### src/sv/page_frame_bitmap_allocator_macros.svh
// Assertion macros used by the page frame allocator controller.
// Depends on nothing; each macro expects signals named clock and reset in scope.
`ifndef PAGE_FRAME_BITMAP_ALLOCATOR_MACROS_SVH
`define PAGE_FRAME_BITMAP_ALLOCATOR_MACROS_SVH

// Same-cycle implication, quiet while reset is high.
`define PFBA_ASSERT_SAME(lbl, ante, cons) \
   lbl: assert property (@(posedge clock) disable iff (reset) (ante) |-> (cons)) \
      else $error("pfba assertion failed");

// Next-cycle implication, quiet while reset is high.
`define PFBA_ASSERT_NEXT(lbl, ante, cons) \
   lbl: assert property (@(posedge clock) disable iff (reset) (ante) |=> (cons)) \
      else $error("pfba assertion failed");

`endif

### src/sv/pfba_pkg.sv
// Shared constants, codes, command/status structs and helpers of the page frame allocator.
// Depends on nothing.
`timescale 1ns / 1ps

package pfba_pkg;

   localparam int FRAMES  = 256;
   localparam int WORD_W  = 32;
   localparam int BIT_W   = $clog2(WORD_W);
   localparam int WORDS   = (FRAMES + WORD_W - 1) / WORD_W;
   localparam int WIDX_W  = (WORDS > 1) ? $clog2(WORDS) : 1;
   localparam int IDX_W   = 9;
   localparam int GRANT_W = 8;
   localparam int COUNT_W = 9;
   localparam int STAT_W  = 2;

   localparam logic CMD_ALLOC = 1'b0;
   localparam logic CMD_FREE  = 1'b1;

   localparam logic [STAT_W-1:0] ST_ALLOCATED = 2'd0;
   localparam logic [STAT_W-1:0] ST_EXHAUSTED = 2'd1;
   localparam logic [STAT_W-1:0] ST_FREED     = 2'd2;
   localparam logic [STAT_W-1:0] ST_IGNORED   = 2'd3;

   typedef struct packed {
      logic load;
      logic scan;
      logic alloc_hit;
      logic alloc_miss;
      logic free_exec;
   } ctrl_cmd_type;

   typedef struct packed {
      logic word_has_free;
      logic last_word;
   } dp_status_type;

   // Bits of word w that lie past the last frame; they read as used.
   function automatic logic [WORD_W-1:0] word_pad(input logic [WIDX_W-1:0] w);
      logic [WORD_W-1:0] m;
      logic [31:0]       base;
      base = 32'(w) * 32'(WORD_W);
      for (int b = 0; b < WORD_W; b++) begin
         m[b] = (base + 32'(b)) >= 32'(FRAMES);
      end
      return m;
   endfunction

endpackage

### src/sv/pfba_ctrl.sv
// Controller of the page frame allocator: sequences load, word scan and commit.
// Depends on pfba_pkg and the assertion macro header.
`timescale 1ns / 1ps
`include "page_frame_bitmap_allocator_macros.svh"

module pfba_ctrl
   import pfba_pkg::*;
(
   input  logic          clock,
   input  logic          reset,
   input  logic          start,
   input  logic          req_command,
   input  dp_status_type dp_status,
   output ctrl_cmd_type  ctrl_cmd,
   output logic          busy,
   output logic          rsp_strobe
);

   localparam logic [1:0] S_IDLE = 2'd0;
   localparam logic [1:0] S_SCAN = 2'd1;
   localparam logic [1:0] S_FREE = 2'd2;

   logic [1:0] state_ff, state_in;
   logic       strobe_ff, strobe_in;
   logic       accept;

   assign busy   = (state_ff != S_IDLE);
   assign accept = start && !busy;

   always_comb begin
      state_in = state_ff;
      ctrl_cmd = '0;
      unique case (state_ff)
         S_IDLE: begin
            if (accept) begin
               ctrl_cmd.load = 1'b1;
               state_in = (req_command == CMD_FREE) ? S_FREE : S_SCAN;
            end
         end
         S_SCAN: begin
            if (dp_status.word_has_free) begin
               ctrl_cmd.alloc_hit = 1'b1;
               state_in = S_IDLE;
            end else if (dp_status.last_word) begin
               ctrl_cmd.alloc_miss = 1'b1;
               state_in = S_IDLE;
            end else begin
               ctrl_cmd.scan = 1'b1;
            end
         end
         S_FREE: begin
            ctrl_cmd.free_exec = 1'b1;
            state_in = S_IDLE;
         end
         default: begin
            state_in = S_IDLE;
         end
      endcase
   end

   assign strobe_in  = ctrl_cmd.alloc_hit || ctrl_cmd.alloc_miss || ctrl_cmd.free_exec;
   assign rsp_strobe = strobe_ff;

   always_ff @(posedge clock) begin
      if (reset) begin
         state_ff  <= S_IDLE;
         strobe_ff <= 1'b0;
      end else begin
         state_ff  <= state_in;
         strobe_ff <= strobe_in;
      end
   end

   `PFBA_ASSERT_NEXT(a_accept_goes_busy, accept, busy)
   `PFBA_ASSERT_NEXT(a_strobe_single, strobe_ff, !strobe_ff)
   `PFBA_ASSERT_NEXT(a_free_one_cycle, state_ff == S_FREE, state_ff == S_IDLE && strobe_ff)
   `PFBA_ASSERT_NEXT(a_scan_continues,
      state_ff == S_SCAN && !dp_status.word_has_free && !dp_status.last_word,
      state_ff == S_SCAN && !strobe_ff)

endmodule

### src/sv/pfba_datapath.sv
// Datapath of the page frame allocator: used-mark words, find-first-zero, count, result regs.
// Depends on pfba_pkg.
`timescale 1ns / 1ps

module pfba_datapath
   import pfba_pkg::*;
(
   input  logic                clock,
   input  logic                reset,
   input  ctrl_cmd_type        ctrl_cmd,
   input  logic                req_command,
   input  logic [IDX_W-1:0]    req_frame_to_free,
   output dp_status_type       dp_status,
   output logic [STAT_W-1:0]   rsp_status,
   output logic [GRANT_W-1:0]  rsp_granted_frame,
   output logic [COUNT_W-1:0]  rsp_frames_in_use
);

   logic [WORD_W-1:0]  bitmap_ff [WORDS];
   logic [WIDX_W-1:0]  word_ff, word_in;
   logic [IDX_W-1:0]   idx_ff;
   logic [COUNT_W-1:0] count_ff, count_in;
   logic [STAT_W-1:0]  status_ff, status_in;
   logic [GRANT_W-1:0] granted_ff, granted_in;
   logic [COUNT_W-1:0] inuse_ff;

   logic [WORD_W-1:0]  raw_word, padded_word, word_wr;
   logic               word_we;
   logic [BIT_W-1:0]   ffz_bit;
   logic [31:0]        frame_full;
   logic [31:0]        load_word;
   logic               free_ok;

   assign raw_word    = bitmap_ff[word_ff];
   assign padded_word = raw_word | word_pad(word_ff);

   // Lowest clear bit of the current word.
   always_comb begin
      ffz_bit = '0;
      for (int b = WORD_W - 1; b >= 0; b--) begin
         if (!padded_word[b]) begin
            ffz_bit = BIT_W'(b);
         end
      end
   end

   assign dp_status.word_has_free = ~&padded_word;
   assign dp_status.last_word     = (word_ff == WIDX_W'(WORDS - 1));

   assign frame_full = (32'(word_ff) << BIT_W) | 32'(ffz_bit);
   assign load_word  = 32'(req_frame_to_free) >> BIT_W;
   assign free_ok    = (32'(idx_ff) < 32'(FRAMES)) && raw_word[idx_ff[BIT_W-1:0]];

   always_comb begin
      word_in    = word_ff;
      count_in   = count_ff;
      status_in  = status_ff;
      granted_in = granted_ff;
      word_wr    = raw_word;
      word_we    = 1'b0;
      if (ctrl_cmd.load) begin
         word_in = (req_command == CMD_FREE) ? load_word[WIDX_W-1:0] : '0;
      end
      if (ctrl_cmd.scan) begin
         word_in = word_ff + 1'b1;
      end
      if (ctrl_cmd.alloc_hit) begin
         word_wr          = raw_word;
         word_wr[ffz_bit] = 1'b1;
         word_we          = 1'b1;
         count_in         = count_ff + 1'b1;
         status_in        = ST_ALLOCATED;
         granted_in       = frame_full[GRANT_W-1:0];
      end
      if (ctrl_cmd.alloc_miss) begin
         status_in  = ST_EXHAUSTED;
         granted_in = '0;
      end
      if (ctrl_cmd.free_exec) begin
         granted_in = '0;
         if (free_ok) begin
            word_wr                     = raw_word;
            word_wr[idx_ff[BIT_W-1:0]]  = 1'b0;
            word_we                     = 1'b1;
            count_in                    = count_ff - 1'b1;
            status_in                   = ST_FREED;
         end else begin
            status_in = ST_IGNORED;
         end
      end
   end

   always_ff @(posedge clock) begin
      if (reset) begin
         count_ff <= '0;
         for (int w = 0; w < WORDS; w++) begin
            bitmap_ff[w] <= '0;
         end
      end else begin
         count_ff <= count_in;
         if (word_we) begin
            bitmap_ff[word_ff] <= word_wr;
         end
      end
   end

   // Payload registers: no reset.
   always_ff @(posedge clock) begin
      word_ff    <= word_in;
      status_ff  <= status_in;
      granted_ff <= granted_in;
      inuse_ff   <= count_in;
      if (ctrl_cmd.load) begin
         idx_ff <= req_frame_to_free;
      end
   end

   assign rsp_status        = status_ff;
   assign rsp_granted_frame = granted_ff;
   assign rsp_frames_in_use = inuse_ff;

endmodule

### src/sv/page_frame_bitmap_allocator.sv
// First-fit page frame allocator with a used-mark bitmap, top level.
// Depends on pfba_pkg, pfba_ctrl and pfba_datapath.
//
// A command is taken when start is high and busy is low; its one result
// appears on the rsp_ ports for a single cycle with rsp_strobe high and
// cannot be held off, so capture it then. A free passes through the S_FREE
// state before its strobe is registered. An allocate steps the find-first-zero
// unit through the 32-bit bitmap words, one word per cycle, from the first
// word until it meets a free frame or the last word, so 1 to 8 words are scanned.
// A new command may be started in the cycle its predecessor's result is
// strobed. The bitmap and the used count are cleared by reset.
`timescale 1ns / 1ps

module page_frame_bitmap_allocator
   import pfba_pkg::*;
(
   input  logic                clock,
   input  logic                reset,
   input  logic                start,
   output logic                busy,
   input  logic                req_command,
   input  logic [IDX_W-1:0]    req_frame_to_free,
   output logic                rsp_strobe,
   output logic [STAT_W-1:0]   rsp_status,
   output logic [GRANT_W-1:0]  rsp_granted_frame,
   output logic [COUNT_W-1:0]  rsp_frames_in_use
);

   ctrl_cmd_type  ctrl_cmd;
   dp_status_type dp_status;

   pfba_ctrl u_ctrl (
      .clock       (clock),
      .reset       (reset),
      .start       (start),
      .req_command (req_command),
      .dp_status   (dp_status),
      .ctrl_cmd    (ctrl_cmd),
      .busy        (busy),
      .rsp_strobe  (rsp_strobe)
   );

   pfba_datapath u_datapath (
      .clock             (clock),
      .reset             (reset),
      .ctrl_cmd          (ctrl_cmd),
      .req_command       (req_command),
      .req_frame_to_free (req_frame_to_free),
      .dp_status         (dp_status),
      .rsp_status        (rsp_status),
      .rsp_granted_frame (rsp_granted_frame),
      .rsp_frames_in_use (rsp_frames_in_use)
   );

endmodule
### config.mk
export PLATFORM = sky130hd
export DESIGN_NAME = page_frame_bitmap_allocator
export DESIGN_NICKNAME = d
export VERILOG_FILES = /design/src/sv/pfba_pkg.sv /design/src/sv/pfba_ctrl.sv /design/src/sv/pfba_datapath.sv /design/src/sv/page_frame_bitmap_allocator.sv
export VERILOG_INCLUDE_DIRS = /design/src /design/src/sv
export SDC_FILE = /design/constraint.sdc
export NUM_CORES = 1
export LEC_CHECK = 0
export ABC_AREA = 1
export BUFFER_PORTS_ARGS = -buffer_cell sky130_fd_sc_hd__buf_2
export CORE_MARGIN = 2
export CORE_UTILIZATION = 30
export CTS_BUF_LIST = sky130_fd_sc_hd__clkbuf_2
export DETAILED_ROUTE_END_ITERATION = 16
export PLACE_DENSITY = 0.56
export SYNTH_ARGS = -nofsm -noshare
export SYNTH_HDL_FRONTEND = slang
export SYNTH_SLANG_ARGS = --single-unit
### constraint.sdc
create_clock -name clock -period 6 [get_ports clock]
set_input_delay 0.3 -clock clock [delete_from_list [all_inputs] [get_ports clock]]
set_output_delay 0.3 -clock clock [all_outputs]
set_load 0.01 [all_outputs]
==> results of run 1 <==
[stage by stage]
step           power, mW  hold WS (ps)  instance area, sq um
5_1_grt             4.74          17.7                 16100
3_3_place_gp        3.14           446                 15300
6_report            4.54           102                 16100
2_1_floorplan       2.92           372                 14700
4_1_cts             4.56          7.74                 16100
3_5_place_dp        3.15           440                 15300
[logic make-up after synthesis]
logic type | synth area share
AND/OR/NAND/NOR | 0.161
flip-flops | 0.589
buffers and inverters | 0.0627
AO/OA/AOI/OAI | 0.179
XOR/XNOR | 0.00477
adder cells (fa/ha/maj) | 0.00341
[cell usage in the layout (no fill, tap or decap), types with 30 or more instances in the layout]
cell and count:
edfxtp_1 267, dfxtp_1 30, buf_2 33, inv_1 70
a21oi_1 237, o22ai_1 52, clkbuf_2 120, nand3_1 64
o21ai_0 125, nor2_1 193, nand2_1 216
[cell usage after synthesis, drive strengths merged]
master   instances
a21oi          237
o21ai          147
and2             7
xnor2            1
a221o            1
dfxtp           32
or2              1
o211ai           1
nand4           17
o2111ai          3
o22ai           54
o21a             1
a32o             1
o21bai           1
a211oi           1
edfxtp         267
a22o             1
ha               4
o221ai           4
xor2             7
inv             78
a31oi            3
o32ai            1
nand3           65
a22oi            1
a221oi           4
nor4             1
nor2           196
o31ai            8
clkbuf          20
nor3            16
buf             63
nand2          239
[routing by layer]
layer,vias up,wire [microns],track usage
li1,5493,-,-
met1,5803,20200,0.254
met2,590,20700,0.288
met3,103,3870,0.0348
met4,0,1110,0.0656
met5,-,0,0
[state kept, by name, indices dropped and copies added (netlist names), named ones only]
name,cells
u_datapath.rsp_granted_frame,8
u_datapath.word_ff,3
u_datapath.rsp_status,2
u_datapath.bitmap_ff,256
u_datapath.count_ff,9
u_ctrl.rsp_strobe,1
u_datapath.rsp_frames_in_use,9
u_ctrl.state_ff,2
u_datapath.idx_ff,6
[power by group through the flow]
stage / clock (mW) / sequential (mW) / combinational (mW)
global placement: 0 / 2.43 / 0.711
detailed placement: 0 / 2.43 / 0.721
finish: 1.41 / 2.38 / 0.740
global route: 1.53 / 2.39 / 0.815
CTS: 1.44 / 2.38 / 0.731
floorplan: 0 / 2.42 / 0.500
[layout make-up]
class / instances / share of cell area
clock buffers: 120 / 0.0373
well taps: 622 / 0.0483
inverters: 78 / 0.0184
clock inverters: 15 / 0.00520
flip-flops and latches: 299 / 0.538
repair buffers: 78 / 0.0345
diodes: 1 / 0.000155
multi-input cells: 1023 / 0.319
[critical path: cells and delay by family, from the launching register on]
| kind | cells | cell delay [ps] |
|---|---|---|
| compound gates | 1 | 280 |
| buf+inv | 2 | 790 |
| flops | 1 | 640 |
| simple gates | 36 | 3100 |
[worst max path at each step]
stage	endpoint	slack, ps	cells past startpoint
after floorplan	u_datapath.bitmap_ff[0][0]$_SDFFCE_PN0P_	2040	22
after global placement	u_datapath.bitmap_ff[0][24]$_SDFFCE_PN0P_	1180	40
after detailed placement	u_datapath.bitmap_ff[1][20]$_SDFFCE_PN0P_	1050	40
after CTS	u_datapath.bitmap_ff[7][8]$_SDFFCE_PN0P_	1020	40
after global routing	u_datapath.bitmap_ff[3][12]$_SDFFCE_PN0P_	440	40
final	u_datapath.bitmap_ff[0][25]$_SDFFCE_PN0P_	970	39
==> run_results.csv, run 1 <==
group,metric,value,unit
final_layout,final_util,0.331,
timing,rsz0062_at_grt,"false",
pwr,p_seq_frac,0.525,
timing,hold_viol_final,0,
synthesis,synth-seq-cells,299,
critical_path,crit_path_end_kind,"register",
timing,min_period_over_period,0.838,
detailed_routing,drtIter0Drc,1332,
critical_path,crit_top_cell,"nand2_1",
cts,cts-resized-gates,0,
cts,clk_pin_slew,110,ps
timing,fin_ws,970,ps
synthesis,synth_seq_area_share,0.589,
pwr,p_int,3.09,mW
detailed_routing,drc,0,
global_route,overflow,0,
final_layout,nets,1576,
synthesis,synth_area_leaders,"edfxtp_1 (55%), a21oi_1 (8.1%), nand2_1 (5.7%)",
synthesis,synthesis.area,14700,sq um
synthesis,yosys.area.top_type,"edfxtp_1",
cts,cts_made_buffers,79,
global_route,grt_max_degree,66,
timing,drv_slew,0,
floorplanning,core,48600,sq um
floorplanning,dieArea,50800,sq um
cts,cts_tree,"done",
cts,cts-root-buf,"clkbuf_2",
timing,setup_viol,0,
critical_path,ff2ff_setup_slack,970,ps
cts,cts_setup_buffers,0,
final_layout,area_growth,9.67,%
floorplanning,die_x,225,microns
cts,cts.sinks,299,
synthesis,synth_fp_nets,1500,
synthesis,synth.top_cell.area_share,0.546,
detailed_routing,wl_per_cell,20.5,microns
critical_path,crit_fanout,54,
detailed_routing,vias,12000,
critical_path,worst_ep_arrival_time,5780,ps
timing,min_period,5030,ps
placed_design,preCtsSetupSlack,1050,ps
cts,cts_max_level,3,
final_layout,drive_gt1_frac,0.149,
detailed_routing,routed_via_density,5.36,
placed_design,placed_cells,2084,
worst_hold_path,worstHoldEndpoint,"u_datapath.idx_ff[2]$_DFFE_PP_",
pwr,power_leakage,6.15,nW
floorplanning,rows,81,
pwr,peakVddDrop,0.133,mV
outcome,status,"complete, no violations",
worst_hold_path,hold_depth,2,
pwr,power_frac_clock,0.312,
cts,cts_buffer_depth,3,
detailed_routing,drt_wl_total,45.9,mm
placed_design,hpwl,25.1,mm
final_layout,layoutNonFillerInstCount,2236,
worst_hold_path,hold_path.class,"input port to register",
critical_path,r2r-end,"u_datapath.bitmap_ff[0][25]$_SDFFCE_PN0P_",
synthesis,ys_warn_count,0,
global_route,grt_antenna_before_repair,1,
pwr,p_switching,1.45,mW
floorplanning,die_h,225,microns
synthesis,syn_inst,1483,
floorplanning,ios,34,
timing,tns,0,ps
global_route,grt_pass1_vias,11900,
pwr,power_density,281,nW/um^2
pwr,p_comb_frac,0.163,
placed_design,portBuffers,33,
pwr,sw_frac_of_total,0.319,
cts,clk_latency,950,ps
timing,clock_skew,72.1,ps
critical_path,crit_path_start_kind,"register",
synthesis,syn_avg_cell_area,9.91,sq um
critical_path,cp_slowest_cell,"dfxtp_4",
floorplanning,initial_core_util,0.302,
run,drv_cap,0,
synthesis,yosys.cell_types.count,50,
global_route,grtUsageTotal,0.184,
timing,max_freq,199,MHz
timing,slew_headroom,0.369,
critical_path,path_class,"register to register",
detailed_routing,firstDrtPassIters,8,
critical_path,max_stage_delay,640,ps
final_layout,multi_input_area,5130,sq um
final_layout,fillers,5037,
detailed_routing,final_antenna_net_count,0,
worst_hold_path,hp-start,"req_frame_to_free[2]",
critical_path,cp.required,6750,ps
global_route,grt_pass1_wl,70.5,mm
critical_path,reg2regPathDepth,39,
final_layout,seq_area,8660,sq um
placed_design,gp_congestion,0.939,
timing,tightest_slew,939,ps
cts,hold_buffers,16,
No activity file was read; power rests on OpenSTA's default activity.
==> run 2, diff against run 1 <==
--- a/config.mk
+++ b/config.mk
@@ -6,13 +6,13 @@
 export SDC_FILE = /design/constraint.sdc
 export NUM_CORES = 1
 export LEC_CHECK = 0
-export ABC_AREA = 1
+export ABC_AREA = 0
 export BUFFER_PORTS_ARGS = -buffer_cell sky130_fd_sc_hd__buf_2
 export CORE_MARGIN = 2
 export CORE_UTILIZATION = 30
 export CTS_BUF_LIST = sky130_fd_sc_hd__clkbuf_2
 export DETAILED_ROUTE_END_ITERATION = 16
-export PLACE_DENSITY = 0.56
+export PLACE_DENSITY = 0.58
 export SYNTH_ARGS = -nofsm -noshare
 export SYNTH_HDL_FRONTEND = slang
 export SYNTH_SLANG_ARGS = --single-unit
==> constraint.sdc (replaced) <==
create_clock -name clock -period 4.4 [get_ports clock]
set_input_delay 0.22 -clock clock [delete_from_list [all_inputs] [get_ports clock]]
set_output_delay 0.22 -clock clock [all_outputs]
set_load 0.01 [all_outputs]
==> run 2 against run 1 <==
Effect of this change:
- clock skew is 12 ps lower
- critical path depth down 27
- cell count is 5.6% lower
- sequential share of layout area shrank 4.5 points
- first-iteration DRC count shrank 27%
- largest power group unchanged
- power grew 40%
- worst setup slack got worse by 680 ps
- register-to-register slack got worse by 680 ps
- via count shrank 8.5%
==> run_results.csv, run 2 <==
group,metric,value,unit
outcome,status,"complete, no violations",
synthesis,synthFlopType,"edfxtp_1",
pwr,power_density,361,nW/um^2
timing,min_period_over_period,0.935,
floorplanning,ios,34,
synthesis,synth.top_cell.area_share,0.519,
final_layout,final_cell_mix,"nor2_1 (284), edfxtp_1 (267), clkbuf_2 (112), buf_4 (74), mux4_2 (58)",
timing,slew_headroom,0.405,
pwr,p_comb_frac,0.188,
timing,setup_viol,0,
synthesis,async_reset_ff_frac,0,
detailed_routing,drtIter0Drc,971,
detailed_routing,routed_via_density,5.20,
pwr,peakVddDrop,0.193,mV
run,drv_cap,0,
pwr,p_int,4.42,mW
detailed_routing,vias,11000,
global_route,grtUsageTotal,0.163,
synthesis,yosys.area.top_type,"edfxtp_1",
synthesis,ys_top_cells_by_count,"nor2_1 (284), edfxtp_1 (267), mux4_2 (58)",
critical_path,crit_path_start_kind,"register",
global_route,grt_antenna_before_repair,1,
pwr,power_frac_clock,0.295,
worst_hold_path,hold_path.class,"input port to register",
pwr,sw_frac_of_total,0.305,
floorplanning,rows,83,
timing,tightest_slew,889,ps
pwr,power_leakage,6.32,nW
cts,cts-root-buf,"clkbuf_2",
critical_path,path_class,"register to register",
synthesis,syn_avg_cell_area,12.6,sq um
placed_design,hpwl,28.5,mm
final_layout,final_common_cell,"nor2_1",
global_route,grt_pass1_vias,11300,
detailed_routing,drt_wl_total,43.2,mm
final_layout,drive_gt1_frac,0.268,
cts,clk_pin_slew,90,ps
detailed_routing,firstDrtPassIters,6,
synthesis,synth_area_leaders,"edfxtp_1 (52%), mux4_2 (8.5%), nor2_1 (6.9%)",
timing,holdWs,172,ps
timing,max_freq,243,MHz
timing,clock_skew,60.1,ps
final_layout,top_register,"u_datapath.bitmap_ff",
cts,cts.sinks,299,
synthesis,synth_edf_count,267,
timing,drv_slew,0,
final_layout,nets,1388,
cts,clk_latency,960,ps
synthesis,synth_seq_area_share,0.560,
cts,cts_buffer_depth,3,
timing,rsz0062_at_grt,"false",
placed_design,gp_congestion,0.939,
cts,cts_made_buffers,79,
detailed_routing,final_antenna_net_count,0,
global_route,grt_pass1_wl,66.4,mm
synthesis,yosysMostFrequentCell,"nor2_1",
pwr,p_switching,1.94,mW
floorplanning,core,51100,sq um
timing,min_period,4110,ps
final_layout,multi_input_area,6110,sq um
critical_path,cp.required,5200,ps
global_route,grt_max_degree,40,
detailed_routing,wl_per_cell,20.5,microns
synthesis,synthesis.area,15500,sq um
critical_path,worst_ep_arrival_time,4910,ps
global_route,overflow,0,
synthesis,syn_inst,1229,
timing,hold_viol_final,0,
floorplanning,die_h,231,microns
pwr,p_seq_frac,0.517,
final_layout,area_growth,13.9,%
synthesis,yosys.cell_types.count,81,
final_layout,fillers,5195,
critical_path,crit_fanout,39,
synthesis,synth_fp_nets,1246,
synthesis,synth-seq-cells,299,
floorplanning,die_x,231,microns
floorplanning,initial_core_util,0.303,
placed_design,portBuffers,33,
detailed_routing,drc,0,
critical_path,crit_path_end_kind,"register",
timing,tns,0,ps
cts,cts_max_level,3,
final_layout,seq_area,8670,sq um
synthesis,ys_warn_count,0,
final_layout,largest_register_ffs,256,
cts,cts_tree,"done",
floorplanning,dieArea,53400,sq um
-- run 2: worst max-delay path, cell delays in order (launching register included) --
cell and delay (ps):
dfxtp_4 640, buf_12 280, buf_12 200, a311oi_1 90, a31oi_1 250, nor4bb_1 410, nor3b_2 400, buf_4 200
nand2_1 150, or3_1 550, nor2_1 160, a31oi_1 50, dlygate4sd3_1 580
-- run 2: kinds of logic after synthesis --
group           Yosys count  synth area share
flops                   299             0.560
simple gates            524             0.165
xor+xnor                  5           0.00332
buf+inv                 102            0.0471
fa+ha+maj                 4           0.00324
compound gates          166            0.0883
mux                     129             0.133
-- run 2: final timing paths --
| check | from | to | slack, ps | cells after the start |
|---|---|---|---|---|
| setup / recovery | register | register | 290 | 12 |
| hold / removal | req_frame_to_free[5] | u_datapath.word_ff[0]$_DFFE_PN_ | 170 | 4 |
| hold reg to reg | u_datapath.rsp_granted_frame[6]$_SDFFE_PP0P_ | u_datapath.rsp_granted_frame[6]$_SDFFE_PP0P_ | 480 | 1 |
| setup reg to reg | register | register | 290 | 12 |
-- run 2: repair_timing --
item / 4_1_cts / 5_1_grt
setup endpoints to repair: 0 / 25
buffers inserted: 0 / 2
hold buffers: 24 / 0
endpoints found under the hold margin: 27 / 0
resized for setup: 0 / 1
-- run 2: cell type report --
cell class / instances / area share
diodes: 2 / 0.000284
clock buffers: 112 / 0.0318
clock inverters: 27 / 0.00739
inverters: 20 / 0.00426
multi-input cells: 828 / 0.347
flip-flops and latches: 299 / 0.492
well taps: 680 / 0.0483
repair buffers: 143 / 0.0689
-- run 2: power by group through the flow --
stage | Sequential (mW) | Combinational [mW] | Clock, mW
finish | 3.29 | 1.19 | 1.87
global placement | 3.36 | 1.14 | 0
floorplan | 3.31 | 0.782 | 0
global route | 3.31 | 1.28 | 2.08
CTS | 3.30 | 1.17 | 1.94
detailed placement | 3.36 | 1.14 | 0
-- run 2: routing by layer --
layer / wire length (microns) / vias to the layer above / GRT usage / part of all wire
met4: 1160 / 0 / 0.0655 / 0.027
met1: 18400 / 5505 / 0.208 / 0.43
met3: 2550 / 82 / 0.0293 / 0.059
met2: 21100 / 411 / 0.274 / 0.49
met5: 0 / - / 0 / 0
li1: - / 4971 / - / -
-- run 2: metrics by stage --
step / util / power (mW) / setup slack [ps] / instances / instance area [sq um]
4_1_cts: 0.343 / 6.40 / 64.2 / 2107 / 17500
2_1_floorplan: - / 4.09 / 355 / 1229 / 15500
3_5_place_dp: 0.325 / 4.51 / 223 / 1944 / 16600
5_1_grt: 0.345 / 6.66 / 27.1 / 2111 / 17600
3_3_place_gp: 0.325 / 4.50 / 268 / 1944 / 16600
6_report: 0.345 / 6.36 / 288 / 2111 / 17600
==> run 3, diff against run 2 <==
--- a/config.mk
+++ b/config.mk
@@ -10,7 +10,6 @@
 export BUFFER_PORTS_ARGS = -buffer_cell sky130_fd_sc_hd__buf_2
 export CORE_MARGIN = 2
 export CORE_UTILIZATION = 30
-export CTS_BUF_LIST = sky130_fd_sc_hd__clkbuf_2
 export DETAILED_ROUTE_END_ITERATION = 16
 export PLACE_DENSITY = 0.58
 export SYNTH_ARGS = -nofsm -noshare
==> run 3 against run 2 <==
Effect of this change:
- critical path depth is the same
- clock power grew 47%
- global-route usage is 0.30 points lower
- worst setup slack worse by 43 ps
- largest power group unchanged
- die area unchanged
==> run_results.csv, run 3 (synthesis results as in run 2) <==
group,metric,value,unit
outcome,status,"complete, no violations",
timing,tns,0,ps
timing,max_freq,241,MHz
final_layout,final_cell_mix,"nor2_1 (284), edfxtp_1 (267), buf_4 (74), mux4_2 (58)",
pwr,design_power_total,7.20,mW
final_layout,final_area,17800,sq um
critical_path,crit_path_start_kind,"register",
critical_path,crit_path_end_kind,"register",
detailed_routing,drt_wl_total,42.4,mm
final_layout,top_register,"u_datapath.bitmap_ff",
timing,rsz0062_at_grt,"false",
pwr,peakVddDrop,0.284,mV
floorplanning,initial_core_util,0.303,
cts,cts_tree,"done",
timing,min_period,4160,ps
pwr,power_leakage,6.22,nW
final_layout,nets,1326,
final_layout,layoutNonFillerInstCount,2015,
global_route,grtUsageTotal,0.160,
floorplanning,die_h,231,microns
final_layout,largest_register_ffs,256,
final_layout,area_growth,15.1,%
placed_design,portBuffers,33,
final_layout,drive_gt1_frac,0.237,
detailed_routing,vias,10500,
floorplanning,ios,34,
critical_path,path_class,"register to register",
placed_design,gp_congestion,0.939,
detailed_routing,firstDrtPassIters,5,
floorplanning,core,51100,sq um
final_layout,final_util,0.348,
cts,cts.sinks,299,
pwr,power_density,405,nW/um^2
global_route,grt_pass1_vias,10700,
global_route,grt_antenna_before_repair,0,
timing,hold_viol_final,0,
final_layout,antenna_cells,0,
timing,drv_slew,0,
floorplanning,dieArea,53400,sq um
floorplanning,rows,83,
floorplanning,die_x,231,microns
critical_path,reg2regPathDepth,12,
detailed_routing,routed_via_density,5.23,
critical_path,r2r-end,"u_datapath.bitmap_ff[3][15]$_SDFFCE_PN0P_",
detailed_routing,final_antenna_net_count,0,
placed_design,hpwl,28.5,mm
global_route,grt_max_degree,40,
timing,tightest_slew,888,ps
critical_path,worst_ep_arrival_time,4410,ps
timing,setup_viol,0,
placed_design,placed_area,16600,sq um
final_layout,final_common_cell,"nor2_1",
final_layout,fillers,5120,
global_route,grt_pass1_wl,65.4,mm
cts,clk_pin_slew,60,ps
cts,cts_setup_buffers,0,
worst_hold_path,hold_depth,3,
cts,cts_max_level,2,
cts,cts_made_buffers,35,
detailed_routing,wl_per_cell,21.1,microns
timing,slew_headroom,0.403,
cts,cts-root-buf,"clkbuf_16",
detailed_routing,drtIter0Drc,996,
critical_path,crit_fanout,39,
timing,clock_skew,12.9,ps
cts,cts_buffer_depth,3,
timing,min_period_over_period,0.944,
detailed_routing,drc,0,
worst_hold_path,hold_path.class,"input port to register",
critical_path,ff2ff_setup_slack,240,ps
global_route,overflow,0,
cts,clk_latency,530,ps
placed_design,placed_cells,1944,
critical_path,cp.required,4650,ps
run,drv_cap,0,
worst_hold_path,hp-start,"req_command",
run 3: repair_timing:
item / CTS / global route
endpoints found under the setup margin: 0 / 18
resized for setup: 0 / 2
hold buffers: 8 / 0
hold endpoints to repair: 8 / 0
run 3: worst max path at each step:
stage	depth (start not counted)	end
2_1_floorplan	15	u_datapath.bitmap_ff[7][0]$_SDFFCE_PN0P_
3_3_place_gp	11	u_datapath.bitmap_ff[6][11]$_SDFFCE_PN0P_
3_5_place_dp	12	u_datapath.bitmap_ff[1][11]$_SDFFCE_PN0P_
4_1_cts	12	u_datapath.bitmap_ff[1][26]$_SDFFCE_PN0P_
5_1_grt	12	u_datapath.bitmap_ff[3][15]$_SDFFCE_PN0P_
6_report	12	u_datapath.bitmap_ff[3][15]$_SDFFCE_PN0P_
run 3: area by class of cell:
cell class	count	area, sq um	share of cell area
multi-input combinational	828	6110	0.344
sequential	299	8670	0.487
tap	680	851	0.0478
clock inverter	19	140	0.00788
clock buffer	44	941	0.0529
timing repair buffer	125	1000	0.0563
inverter	20	75.1	0.00422
run 3: worst max-delay path, cell delays in order (launching register included):
cell and delay (ps):
dfxtp_4 740, buf_12 300, buf_12 200, mux4_2 320, mux2i_2 280, buf_4 180
nor2_1 40, nor3_1 190, o21ai_0 130, a32o_1 380, and2_1 370, a21oi_1 620
nor2_1 90
run 3: routing by layer:
metal | track usage | part of all wire | vias to the layer above
met3 | 0.0224 | 0.050 | 70
met5 | 0 | 0 | -
met1 | 0.212 | 0.43 | 5331
li1 | - | - | 4800
met2 | 0.270 | 0.49 | 331
met4 | 0.0520 | 0.026 | 0
run 3: power by group:
group | internal [mW] | switching (mW) | leakage [nW] | total (mW)
clock network | 1.59 | 1.15 | 0.523 | 2.74
logic | 0.457 | 0.701 | 2.68 | 1.16
registers | 3.21 | 0.0977 | 3.01 | 3.31
total | 5.25 | 1.95 | 6.22 | 7.20
run 3: per-stage QoR:
stage | hold WS [ps] | setup WS, ps
5_1_grt | 32.0 | 0.512
4_1_cts | 8.97 | 220
3_5_place_dp | 401 | 223
2_1_floorplan | 319 | 355
6_report | 22.9 | 245
3_3_place_gp | 402 | 268
